## config.mk

```make
export PLATFORM = sky130hd
export DESIGN_NAME = lru_cache_with_pinning_flat
export DESIGN_NICKNAME = d
export VERILOG_FILES = /design/src/rtl/lcp_pkg.sv /design/src/rtl/lcp_if.sv /design/src/rtl/lru_cache_with_pinning.sv /design/src/rtl/lcp_ctrl.sv /design/src/rtl/lcp_dpath.sv /design/src/flat_wrapper.sv
export SDC_FILE = /design/constraint.sdc
export NUM_CORES = 2
export LEC_CHECK = 0
export ABC_CLOCK_PERIOD_IN_PS = 25000
export BUFFER_PORTS_ARGS = -buffer_cell sky130_fd_sc_hd__buf_2
export CORE_MARGIN = 1
export CORE_UTILIZATION = 40
export CTS_BUF_LIST = sky130_fd_sc_hd__clkbuf_8
export CTS_CLUSTER_DIAMETER = 150
export DETAILED_ROUTE_END_ITERATION = 16
export GPL_ROUTABILITY_DRIVEN = 0
export PLACE_DENSITY_LB_ADDON = 0.3
export SKIP_CTS_REPAIR_TIMING = 1
export SLEW_MARGIN = 20
export SYNTH_ARGS = -nofsm -noshare
export SYNTH_HDL_FRONTEND = slang
export SYNTH_HIERARCHICAL = 1
export SYNTH_SLANG_ARGS = --single-unit
```

## constraint.sdc

```tcl
create_clock -name clk_i -period 25 [get_ports clk_i]
set_clock_uncertainty 0.05 [all_clocks]
set_input_delay 1.25 -clock clk_i [delete_from_list [all_inputs] [get_ports clk_i]]
set_output_delay 1.25 -clock clk_i [all_outputs]
set_load 0.01 [all_outputs]
```

## src/rtl/lcp_pkg.sv

```systemverilog
`timescale 1ns / 1ps
`default_nettype none

package lcp_pkg;

  // Directory geometry.
  localparam int ENTRIES   = 16;
  localparam int KEY_BITS  = 64;
  localparam int IDX_W     = $clog2(ENTRIES);
  localparam int CNT_W     = IDX_W + 1;

  // Fixed widths of the words on the channels.
  localparam int KEY_W     = 64;
  localparam int SLOT_W    = 4;
  localparam int REF_W     = 8;
  localparam int STAMP_W   = 32;

  localparam logic [REF_W-1:0] REF_MAX = '1;

  // Operation codes.
  localparam logic OP_LOOKUP  = 1'b0;
  localparam logic OP_RELEASE = 1'b1;

  // Controller states.
  typedef enum logic [1:0] {
    ST_IDLE,
    ST_SCAN,
    ST_PICK,
    ST_COMMIT
  } state_e;

  // Commands from the controller to the datapath.
  typedef struct packed {
    logic capture;
    logic scan_en;
    logic pick_en;
    logic commit;
  } cmd_t;

  // Status from the datapath to the controller.
  typedef struct packed {
    logic op_release;
    logic scan_last;
    logic out_blocked;
  } sts_t;

  // One result word.
  typedef struct packed {
    logic              hit;
    logic [SLOT_W-1:0] slot;
    logic              evicted;
    logic [KEY_W-1:0]  evicted_key;
    logic              all_pinned;
    logic              released;
    logic [REF_W-1:0]  ref_count;
  } rsp_t;

endpackage

`default_nettype wire

```

## src/rtl/lcp_if.sv

```systemverilog
`timescale 1ns / 1ps
`default_nettype none

// Request channel: one lookup or release per word.
interface lcp_req_if;
  logic                         valid;
  logic                         ready;
  logic                         operation;
  logic [lcp_pkg::KEY_W-1:0]    key;
  logic [lcp_pkg::SLOT_W-1:0]   release_slot;

  modport source (output valid, operation, key, release_slot, input ready);
  modport sink   (input valid, operation, key, release_slot, output ready);
endinterface

// Response channel: one result word per request.
interface lcp_rsp_if;
  logic                         valid;
  logic                         ready;
  logic                         hit;
  logic [lcp_pkg::SLOT_W-1:0]   slot;
  logic                         evicted;
  logic [lcp_pkg::KEY_W-1:0]    evicted_key;
  logic                         all_pinned;
  logic                         released;
  logic [lcp_pkg::REF_W-1:0]    ref_count;

  modport source (output valid, hit, slot, evicted, evicted_key, all_pinned, released,
                  ref_count, input ready);
  modport sink   (input valid, hit, slot, evicted, evicted_key, all_pinned, released,
                  ref_count, output ready);
endinterface

`default_nettype wire

```

## src/rtl/lru_cache_with_pinning.sv

```systemverilog
`timescale 1ns / 1ps
`default_nettype none

// Fully associative cache directory with LRU replacement and per-slot
// reference counts. Requests arrive on req_i (valid/ready): a lookup by
// key or a release of one slot's count. Each request gives exactly one
// response word on rsp_o (valid/ready).
// A lookup scans the sixteen entries one per cycle through the single
// read port of the key and stamp stores, then reads the chosen entry
// once more and commits.
// A release needs no scan and goes from acceptance straight to commit.
// One request is in flight at a time; ready is high only while the
// controller is idle. A new request is taken in the cycle after a commit.
// The response sits in an output register, so the
// next request is accepted while an earlier word still waits; a commit
// stalls only while that register is still full and not taken.
// Reset clears every valid mark, all counts and the access clock; the
// block takes requests in the first cycle after reset is released.
module lru_cache_with_pinning (
  input  wire logic clk_i,
  input  wire logic rst_ni,
  lcp_req_if.sink   req_i,
  lcp_rsp_if.source rsp_o
);

  lcp_pkg::cmd_t cmd;
  lcp_pkg::sts_t sts;
  lcp_pkg::rsp_t rsp;
  logic          in_ready;
  logic          out_valid;

  lcp_ctrl u_ctrl (
    .clk_i      (clk_i),
    .rst_ni     (rst_ni),
    .in_valid_i (req_i.valid),
    .in_ready_o (in_ready),
    .cmd_o      (cmd),
    .sts_i      (sts)
  );

  lcp_dpath u_dpath (
    .clk_i             (clk_i),
    .rst_ni            (rst_ni),
    .in_operation_i    (req_i.operation),
    .in_key_i          (req_i.key),
    .in_release_slot_i (req_i.release_slot),
    .cmd_i             (cmd),
    .sts_o             (sts),
    .out_valid_o       (out_valid),
    .out_ready_i       (rsp_o.ready),
    .out_rsp_o         (rsp)
  );

  // Channel hookup.
  assign req_i.ready       = in_ready;
  assign rsp_o.valid       = out_valid;
  assign rsp_o.hit         = rsp.hit;
  assign rsp_o.slot        = rsp.slot;
  assign rsp_o.evicted     = rsp.evicted;
  assign rsp_o.evicted_key = rsp.evicted_key;
  assign rsp_o.all_pinned  = rsp.all_pinned;
  assign rsp_o.released    = rsp.released;
  assign rsp_o.ref_count   = rsp.ref_count;

endmodule

`default_nettype wire

```

## src/rtl/lcp_ctrl.sv

```systemverilog
`timescale 1ns / 1ps
`default_nettype none

module lcp_ctrl (
  input  wire logic          clk_i,
  input  wire logic          rst_ni,
  input  wire logic          in_valid_i,
  output logic               in_ready_o,
  output lcp_pkg::cmd_t      cmd_o,
  input  wire lcp_pkg::sts_t sts_i
);

  lcp_pkg::state_e state_q, state_d;

  // State register.
  always_ff @(posedge clk_i or negedge rst_ni) begin
    if (!rst_ni) begin
      state_q <= lcp_pkg::ST_IDLE;
    end else begin
      state_q <= state_d;
    end
  end

  // Next state and commands.
  always_comb begin
    state_d    = state_q;
    in_ready_o = 1'b0;
    cmd_o      = '0;
    case (state_q)
      lcp_pkg::ST_IDLE: begin
        in_ready_o = 1'b1;
        if (in_valid_i) begin
          cmd_o.capture = 1'b1;
          state_d = sts_i.op_release ? lcp_pkg::ST_COMMIT : lcp_pkg::ST_SCAN;
        end
      end
      lcp_pkg::ST_SCAN: begin
        cmd_o.scan_en = 1'b1;
        if (sts_i.scan_last) begin
          state_d = lcp_pkg::ST_PICK;
        end
      end
      lcp_pkg::ST_PICK: begin
        cmd_o.pick_en = 1'b1;
        state_d = lcp_pkg::ST_COMMIT;
      end
      lcp_pkg::ST_COMMIT: begin
        if (!sts_i.out_blocked) begin
          cmd_o.commit = 1'b1;
          state_d = lcp_pkg::ST_IDLE;
        end
      end
      default: begin
        state_d = lcp_pkg::ST_IDLE;
      end
    endcase
  end

endmodule

`default_nettype wire

```

## src/rtl/lcp_dpath.sv

```systemverilog
`timescale 1ns / 1ps
`default_nettype none

module lcp_dpath (
  input  wire logic                       clk_i,
  input  wire logic                       rst_ni,
  // Request word, sampled on capture.
  input  wire logic                       in_operation_i,
  input  wire logic [lcp_pkg::KEY_W-1:0]  in_key_i,
  input  wire logic [lcp_pkg::SLOT_W-1:0] in_release_slot_i,
  // Controller link.
  input  wire lcp_pkg::cmd_t              cmd_i,
  output lcp_pkg::sts_t                   sts_o,
  // Result register.
  output logic                            out_valid_o,
  input  wire logic                       out_ready_i,
  output lcp_pkg::rsp_t                   out_rsp_o
);

  localparam int N  = lcp_pkg::ENTRIES;
  localparam int IW = lcp_pkg::IDX_W;
  localparam int CW = lcp_pkg::CNT_W;
  localparam int KB = lcp_pkg::KEY_BITS;
  localparam int RW = lcp_pkg::REF_W;
  localparam int SW = lcp_pkg::STAMP_W;

  // Request registers.
  logic                         op_q;
  logic [KB-1:0]                key_q;
  logic [lcp_pkg::SLOT_W-1:0]   rel_slot_q;

  // Per-entry state kept in flops.
  logic [N-1:0]                 valid_q;
  logic [RW-1:0]                refs_q [N];
  logic [SW-1:0]                clock_q;

  // Key and stamp stores with one registered read port.
  logic [KB-1:0]                key_mem   [N];
  logic [SW-1:0]                stamp_mem [N];
  logic [KB-1:0]                key_rd_q;
  logic [SW-1:0]                stamp_rd_q;
  logic [IW-1:0]                rd_addr;
  logic                         rd_en;

  // Scan state.
  logic [CW-1:0]                cnt_q;
  logic                         rd_vld_q;
  logic [IW-1:0]                rd_idx_q;
  logic                         found_q, free_q, victim_q;
  logic [IW-1:0]                hit_idx_q, free_idx_q, victim_idx_q;
  logic [SW-1:0]                oldest_q;
  logic [IW-1:0]                pick_sel, pick_q;

  // Result register.
  logic                         out_valid_q;
  lcp_pkg::rsp_t                rsp_q, rsp_d;

  // Commit-time decode.
  logic                         scan_more;
  logic                         evict, pinned;
  logic [RW-1:0]                pick_refs, new_refs;
  logic                         rel_in_range;
  logic [IW-1:0]                rel_idx;
  logic [RW-1:0]                rel_refs;
  logic                         rel_dec;
  logic                         commit_lookup, commit_release;

  assign scan_more      = (cnt_q < CW'(N));
  assign commit_lookup  = cmd_i.commit && (op_q == lcp_pkg::OP_LOOKUP);
  assign commit_release = cmd_i.commit && (op_q == lcp_pkg::OP_RELEASE);

  // Status toward the controller.
  assign sts_o.op_release  = (in_operation_i == lcp_pkg::OP_RELEASE);
  assign sts_o.scan_last   = !scan_more;
  assign sts_o.out_blocked = out_valid_q && !out_ready_i;

  // Capture the request word.
  always_ff @(posedge clk_i) begin
    if (cmd_i.capture) begin
      op_q       <= in_operation_i;
      key_q      <= in_key_i[KB-1:0];
      rel_slot_q <= in_release_slot_i;
    end
  end

  // The pick follows the order hit, free slot, oldest unpinned, slot zero.
  always_comb begin
    if (found_q) begin
      pick_sel = hit_idx_q;
    end else if (free_q) begin
      pick_sel = free_idx_q;
    end else if (victim_q) begin
      pick_sel = victim_idx_q;
    end else begin
      pick_sel = '0;
    end
  end

  // Read address walks the entries during the scan, then selects the pick.
  assign rd_addr = cmd_i.pick_en ? pick_sel : cnt_q[IW-1:0];
  assign rd_en   = (cmd_i.scan_en && scan_more) || cmd_i.pick_en;

  always_ff @(posedge clk_i) begin
    if (rd_en) begin
      key_rd_q   <= key_mem[rd_addr];
      stamp_rd_q <= stamp_mem[rd_addr];
    end
  end

  // Store writes happen at commit of a lookup.
  always_ff @(posedge clk_i) begin
    if (commit_lookup && !found_q) begin
      key_mem[pick_q] <= key_q;
    end
  end

  always_ff @(posedge clk_i) begin
    if (commit_lookup) begin
      stamp_mem[pick_q] <= clock_q;
    end
  end

  // Scan counter and read-data tag.
  always_ff @(posedge clk_i or negedge rst_ni) begin
    if (!rst_ni) begin
      cnt_q    <= '0;
      rd_vld_q <= 1'b0;
      rd_idx_q <= '0;
    end else if (cmd_i.capture) begin
      cnt_q    <= '0;
      rd_vld_q <= 1'b0;
    end else if (cmd_i.scan_en) begin
      rd_vld_q <= scan_more;
      rd_idx_q <= cnt_q[IW-1:0];
      if (scan_more) begin
        cnt_q <= cnt_q + CW'(1);
      end
    end
  end

  // Evaluate one entry per cycle for match, free slot and oldest unpinned.
  always_ff @(posedge clk_i or negedge rst_ni) begin
    if (!rst_ni) begin
      found_q      <= 1'b0;
      free_q       <= 1'b0;
      victim_q     <= 1'b0;
      hit_idx_q    <= '0;
      free_idx_q   <= '0;
      victim_idx_q <= '0;
      oldest_q     <= '0;
    end else if (cmd_i.capture) begin
      found_q  <= 1'b0;
      free_q   <= 1'b0;
      victim_q <= 1'b0;
    end else if (cmd_i.scan_en && rd_vld_q) begin
      if (valid_q[rd_idx_q] && (key_rd_q == key_q) && !found_q) begin
        found_q   <= 1'b1;
        hit_idx_q <= rd_idx_q;
      end
      if (!valid_q[rd_idx_q] && !free_q) begin
        free_q     <= 1'b1;
        free_idx_q <= rd_idx_q;
      end
      if (valid_q[rd_idx_q] && (refs_q[rd_idx_q] == '0) &&
          (!victim_q || (stamp_rd_q < oldest_q))) begin
        victim_q     <= 1'b1;
        victim_idx_q <= rd_idx_q;
        oldest_q     <= stamp_rd_q;
      end
    end
  end

  always_ff @(posedge clk_i) begin
    if (cmd_i.pick_en) begin
      pick_q <= pick_sel;
    end
  end

  // Commit decode for both operations.
  assign evict     = !found_q && !free_q;
  assign pinned    = evict && !victim_q;
  assign pick_refs = refs_q[pick_q];
  assign new_refs  = (pick_refs == lcp_pkg::REF_MAX) ? pick_refs : pick_refs + RW'(1);

  assign rel_in_range = (32'(rel_slot_q) < N);
  assign rel_idx      = IW'(rel_slot_q);
  assign rel_refs     = refs_q[rel_idx];
  assign rel_dec      = rel_in_range && (rel_refs != '0);

  always_comb begin
    rsp_d = '0;
    if (op_q == lcp_pkg::OP_LOOKUP) begin
      rsp_d.hit         = found_q;
      rsp_d.slot        = lcp_pkg::SLOT_W'(pick_q);
      rsp_d.evicted     = evict;
      rsp_d.evicted_key = evict ? lcp_pkg::KEY_W'(key_rd_q) : '0;
      rsp_d.all_pinned  = pinned;
      rsp_d.ref_count   = new_refs;
    end else begin
      rsp_d.slot     = rel_slot_q;
      rsp_d.released = rel_dec;
      if (rel_in_range) begin
        rsp_d.ref_count = rel_dec ? rel_refs - RW'(1) : rel_refs;
      end
    end
  end

  // Valid marks, counts and access clock.
  always_ff @(posedge clk_i or negedge rst_ni) begin
    if (!rst_ni) begin
      valid_q <= '0;
      clock_q <= '0;
      for (int i = 0; i < N; i++) begin
        refs_q[i] <= '0;
      end
    end else if (commit_lookup) begin
      valid_q[pick_q] <= 1'b1;
      refs_q[pick_q]  <= new_refs;
      clock_q         <= clock_q + SW'(1);
    end else if (commit_release && rel_dec) begin
      refs_q[rel_idx] <= rel_refs - RW'(1);
    end
  end

  // Output register holds the word until the receiver takes it.
  always_ff @(posedge clk_i or negedge rst_ni) begin
    if (!rst_ni) begin
      out_valid_q <= 1'b0;
    end else if (cmd_i.commit) begin
      out_valid_q <= 1'b1;
    end else if (out_ready_i) begin
      out_valid_q <= 1'b0;
    end
  end

  always_ff @(posedge clk_i) begin
    if (cmd_i.commit) begin
      rsp_q <= rsp_d;
    end
  end

  assign out_valid_o = out_valid_q;
  assign out_rsp_o   = rsp_q;

endmodule

`default_nettype wire

```

## src/flat_wrapper.sv

```systemverilog
// flat-port wrapper written by rule: the top's interface ports become plain ports
module lru_cache_with_pinning_flat 
  (clk_i, rst_ni, req_i_valid, req_i_operation, req_i_key, req_i_release_slot, req_i_ready, rsp_o_valid, rsp_o_hit, rsp_o_slot, rsp_o_evicted, rsp_o_evicted_key, rsp_o_all_pinned, rsp_o_released, rsp_o_ref_count, rsp_o_ready);
  lcp_req_if req_i_i ();
  lcp_rsp_if rsp_o_i ();
  input  wire logic clk_i;
  input  wire logic rst_ni;
  input wire logic [$bits(req_i_i.valid)-1:0] req_i_valid;
  input wire logic [$bits(req_i_i.operation)-1:0] req_i_operation;
  input wire logic [$bits(req_i_i.key)-1:0] req_i_key;
  input wire logic [$bits(req_i_i.release_slot)-1:0] req_i_release_slot;
  output wire logic [$bits(req_i_i.ready)-1:0] req_i_ready;
  output wire logic [$bits(rsp_o_i.valid)-1:0] rsp_o_valid;
  output wire logic [$bits(rsp_o_i.hit)-1:0] rsp_o_hit;
  output wire logic [$bits(rsp_o_i.slot)-1:0] rsp_o_slot;
  output wire logic [$bits(rsp_o_i.evicted)-1:0] rsp_o_evicted;
  output wire logic [$bits(rsp_o_i.evicted_key)-1:0] rsp_o_evicted_key;
  output wire logic [$bits(rsp_o_i.all_pinned)-1:0] rsp_o_all_pinned;
  output wire logic [$bits(rsp_o_i.released)-1:0] rsp_o_released;
  output wire logic [$bits(rsp_o_i.ref_count)-1:0] rsp_o_ref_count;
  input wire logic [$bits(rsp_o_i.ready)-1:0] rsp_o_ready;
  assign req_i_i.valid = req_i_valid;
  assign req_i_i.operation = req_i_operation;
  assign req_i_i.key = req_i_key;
  assign req_i_i.release_slot = req_i_release_slot;
  assign req_i_ready = req_i_i.ready;
  assign rsp_o_valid = rsp_o_i.valid;
  assign rsp_o_hit = rsp_o_i.hit;
  assign rsp_o_slot = rsp_o_i.slot;
  assign rsp_o_evicted = rsp_o_i.evicted;
  assign rsp_o_evicted_key = rsp_o_i.evicted_key;
  assign rsp_o_all_pinned = rsp_o_i.all_pinned;
  assign rsp_o_released = rsp_o_i.released;
  assign rsp_o_ref_count = rsp_o_i.ref_count;
  assign rsp_o_i.ready = rsp_o_ready;
  lru_cache_with_pinning u_core (.clk_i(clk_i), .rst_ni(rst_ni), .req_i(req_i_i), .rsp_o(rsp_o_i));
endmodule
```

Word-level counts from Yosys, hierarchy flattened. Memory sizes are Yosys's and may differ from the RTL's. A register that Yosys moved wholly into a read port is not among the register bits. Cells that the tools add are included.

Bits in registers: 389. Bits in latches: 0. Memory bits (writable): 1536. Bits in read-only memories: 0. Input port bits: 73. Output and inout port bits: 82. Memories kept: 2.

Add/sub/neg operators: 4. $mul: 0. Divide/modulo/power cells: 0. $lt $le $gt $ge: 10. Eq/ne operators: 8. Shifts and indexed selects: 0. Mux-type cells: 61. Bitwise gates (word level): 7. Reductions and logical operators: 45.

Memories: u_core.u_dpath.key_mem (depth 16, bits a word 64, read ports 1, clocked after Yosys merged registers in 1, write ports 1, RTL line lcp_dpath.sv:38) `logic [KB-1:0] key_mem [N];`; u_core.u_dpath.stamp_mem (depth 16, bits a word 32, read ports 1, clocked after Yosys merged registers in 1, write ports 1, RTL line lcp_dpath.sv:39) `logic [SW-1:0] stamp_mem [N];`.

Operators by type and width (count): bitwise mux 128 bit (2); 2-to-1 mux 128 bit (2); binary-select mux 8 bit (select 4 bit) (3); 2-to-1 mux 8 bit (11); demux 8 bit (select 4 bit) (2); == test 64 bit (1); adder 32 x 1 -> 32 bit (second input constant) (1); less-than comparator 32 bit (1); 2-to-1 mux 1 bit (26); 2-to-1 mux 4 bit (5); logical AND 1 bit (17); OR 16 bit (1); nonzero test 2 bit (8); >= comparator 5 bit (second input constant) (3); 2-to-1 mux 5 bit (3); NOT 4 -> 5 bit (3); AND reduction 3 bit (4); less-than comparator 4 x 5 -> 1 bit (second input constant) (2); less-than comparator 5 x 1 -> 1 bit (second input constant) (2); AND reduction 2 bit (5); adder 8 x 1 -> 8 bit (second input constant) (1); == test 8 bit (second input constant) (1); logical NOT 8 bit (1); 2-to-1 mux 2 bit (4); other kinds (16) (26).

Logic depth before layout (Yosys ltp).
Depth after elaboration: 10. Gate-level depth with buffers: 19. Mapped depth without buffers: 13.

Cells and area by module. Netlist, hierarchy kept.

By module, submodules not included: lcp_dpath (instances 1, cells each 4053, area each 80731.2 µm², sequential area each 59457.0 µm²); lcp_ctrl (instances 1, cells each 18, area each 181.4 µm², sequential area each 50.0 µm²).

Worst setup path after synthesis. OpenSTA, ideal clock, no wires.

Kind: input-to-reg. From: input rsp_o_ready. To: memory u_core/u_dpath/key_mem[10][0] (netlist bit), enable pin. Library setup time: 0.487 ns. Data arrival time: 8.828 ns. Data required time: 24.463 ns. Slack: 15.635 ns. Stages: 9. Buffers on the path: 2. Cell sequence: nor2b_1 -> nor2b_1 -> nor2b_1 -> clkbuf_1 -> nand2_1 -> nor2_1 -> nand2_1 -> clkbuf_1 -> nor2_1.

RTL lines: start: declaration (RTL line flat_wrapper.sv:21) `input wire logic [$bits(rsp_o_i.ready)-1:0] rsp_o_ready;`; end: declaration (RTL line lcp_dpath.sv:38).

==> metrics.cfg <==
[timing]
drv_slew=0
fmax_mhz=166
setup_viol=0
slew_headroom_pct=17.2
fin_crit_ns=6.04
fin_tns_setup_ns=0
finalHoldViolations=0
rsz0062_at_grt=false
post-route-period-util_pct=24.1
worst_pin_slew_ns=1.24

[yosys]
synth.top_cell.area_share_pct=66.2
yosys.area_share.simple_pct=2.74
syn-cell-area_um2=80900
synth-compound-area-share_pct=3.27
synth_xor_area_share_pct=0.920
synth_edf_count=1785
synth_fa_ha_area_share_pct=0.603
synthCells=4071
synthMuxAreaShare_pct=17.3
syn_nets=4183
synth-seq-cells=2021
yosys-top-cells-area=edfxtp_1 (66%), mux4_2 (13%), dfrtp_1 (7.3%), mux2i_1 (3.7%), o221ai_1 (1.2%)
async_flop_share_pct=11.7
synth_top_family_by_area=multiplexers
synth_warnings=6
ys_seq_area_share_pct=73.5
synth_cell_types=68
synth_largest_area_cell=edfxtp_1
avgSynthCellArea_um2=19.9
synthFlopType=edfxtp_1

[die]
die_height_um=452
core_um2=200000
fp-row-count=164
pin_count=155
die_w_um=452
dieArea_um2=204000
initial_core_util_pct=40.4

[flow_run]
maxCapViolCount=0

[critical_path]
reg2reg_from=u_core/u_ctrl/state_q[0]
critPathKind=flip-flop to flip-flop
r2r_slack_ns=18.96
endpoint=u_core/u_dpath/key_rd_q[56]
start_kind=flip-flop
end_kind=flip-flop
critPathLaunch=u_core/u_ctrl/state_q[0]
rr_worst_depth=9
cp.required_ns=25.67
crit_arrival_ns=6.71
crit_fanout=114
r2r_end=u_core/u_dpath/key_rd_q[56]

[global_route]
grt_overflow_total=0
antenna_found_initial=7
grt_use_total_pct=20.2
grt_max_degree=129
grt_pass1_wl_mm=300
grt_pass1_vias=42875

[status]
outcome=complete, no violations

[placement]
portBuffers=154
place_inst=6755
dp_hpwl_mm=116

[clock_tree]
cts_tree=yes
htreeDepth=5
clk_latency_ns=1.05
cts-root-buf=clkbuf_8
numCtsBuffers=337
numClockSinks=2021
cts.path.max_buffers=4
clk_pin_slew_ns=0.06

[route]
antenna_left=0
drc_errors=0
vias=41830
vias_per_cell=5.71
drt_iter0_markers=4355
drtPass1Iterations=6
wl_mm=207
wl_per_cell_um=28.3

[finish]
area_growth_pct=12.3
stdcell_count=7325
fin_nets=4550
layout_common_cells=edfxtp_1 (1,785), mux4_2 (453), clkbuf_8 (361), mux2i_1 (295), dfrtp_1 (235)
drive_gt1_share_pct=26.2
layout_commonest_cell=edfxtp_1

[power]
power_mw=10.2
leakage_nw=32.3
power_density_nw_per_um2=112
vdd_drop_max_mv=0.115

[hold_path]
hold_class=input pin to async pin

[synth_stat cells (all sizes together), types with 11 or more instances]
master	instances
dfrtp	236
a21oi	12
xor2	57
mux4	455
buf	106
nand2b	23
inv	85
o211ai	18
nor4	37
nand2	99
nor2	81
nand3	42
edfxtp	1785
nor2b	11
nand4	20
nor3	14
a22oi	27
o21ai	144
xnor2	28
a221oi	12
mux2	55
and3	12
clkbuf	116
a21o	12
o22ai	13
mux2i	300
ha	39
o221ai	113
and2	68
[where the power goes]
group | internal [mW] | leakage [nW] | total (mW) | switching [mW]
Clock | 1.33 | 3.39 | 2.60 | 1.27
Sequential | 4.21 | 19.1 | 4.60 | 0.392
Combinational | 1.28 | 9.88 | 2.99 | 1.70
Total | 6.82 | 32.3 | 10.2 | 3.36
[worst min-delay path by stage]
stage / to / from / slack [ns]
final: u_core/u_dpath/oldest_q[5] / rst_ni / 0.18
after global routing: u_core/u_dpath/oldest_q[5] / rst_ni / 0.21
after CTS: u_core/u_dpath/oldest_q[5] / rst_ni / 0.18
after detailed placement: u_core/u_dpath/valid_q[7] / u_core/u_dpath/valid_q[7] / 0.40
after global placement: u_core/u_dpath/valid_q[0] / u_core/u_dpath/valid_q[0] / 0.40
after floorplan: u_core/u_dpath/valid_q[10] / u_core/u_dpath/valid_q[10] / 0.38
[final cells by class]
class / count / area, um2
Tap cell: 2656 / 3320
Antenna cell: 4 / 10.0
Clock inverter: 205 / 863
Multi-Input combinational cell: 1742 / 20300
Inverter: 86 / 323
Timing Repair Buffer: 250 / 1550
Fill cell: 17040 / 109000
Clock buffer: 361 / 4970
Sequential cell: 2021 / 59500
[layer usage]
metal / GRT usage [%] / vias to the layer above / part of all wire (%)
met2: 31.5 / 1782 / 47
met3: 4.38 / 357 / 7.5
met5: 0 / - / 0.010
met1: 28.5 / 22255 / 43
met4: 6.39 / 4 / 2.8
li1: - / 17432 / -
[worst max-delay path, cell delays in order, from the launching register on]
cell	delay, ns
dfrtp_1	0.40
inv_1	0.11
ha_1	0.64
mux2i_4	0.83
buf_4	0.80
buf_4	0.85
buf_12	0.72
mux4_2	0.59
mux2i_1	0.36
mux2i_1	0.12
[logic make-up after synthesis]
logic type,after synthesis
buffers and inverters,308
adders and majority gates,39
DFF,2021
muxes,810
xor gates and xnor gates,85
AOI/OAI and AO/OA,379
and+or+nand+nor,429
[registers in the layout, indices dropped and copies added (netlist names), 2 cells and up]
register                     count
u_core/u_dpath/clock_q          32
u_core/u_dpath/free_idx_q        4
u_core/u_dpath/key_rd_q         64
u_core/u_dpath/rel_idx           4
u_core/u_dpath/out_rsp_o        80
u_core/u_dpath/key_mem        1024
u_core/u_dpath/hit_idx_q         4
u_core/u_ctrl/state_q            2
u_core/u_dpath/key_q            64
u_core/u_dpath/oldest_q         32
u_core/u_dpath/pick_q            4
u_core/u_dpath/stamp_mem       512
u_core/u_dpath/refs_q          128
u_core/u_dpath/victim_idx_q      4
u_core/u_dpath/rd_idx_q          4
u_core/u_dpath/cnt_q             5
u_core/u_dpath/stamp_rd_q       32
u_core/u_dpath/valid_q          16
[stage by stage]
step                cell area, um2  hold WS, ns  worst slack, ns  util (%)
floorplan                    80900        0.379            15.64         -
global placement             85000        0.396            18.72      42.4
detailed placement           85000        0.400            18.69      42.5
CTS                          90900        0.177            18.68      45.4
global route                 90900        0.207            18.32      45.4
finish                       90900        0.178            18.96      45.4
Note: power is estimated with default switching activity, not from simulation.
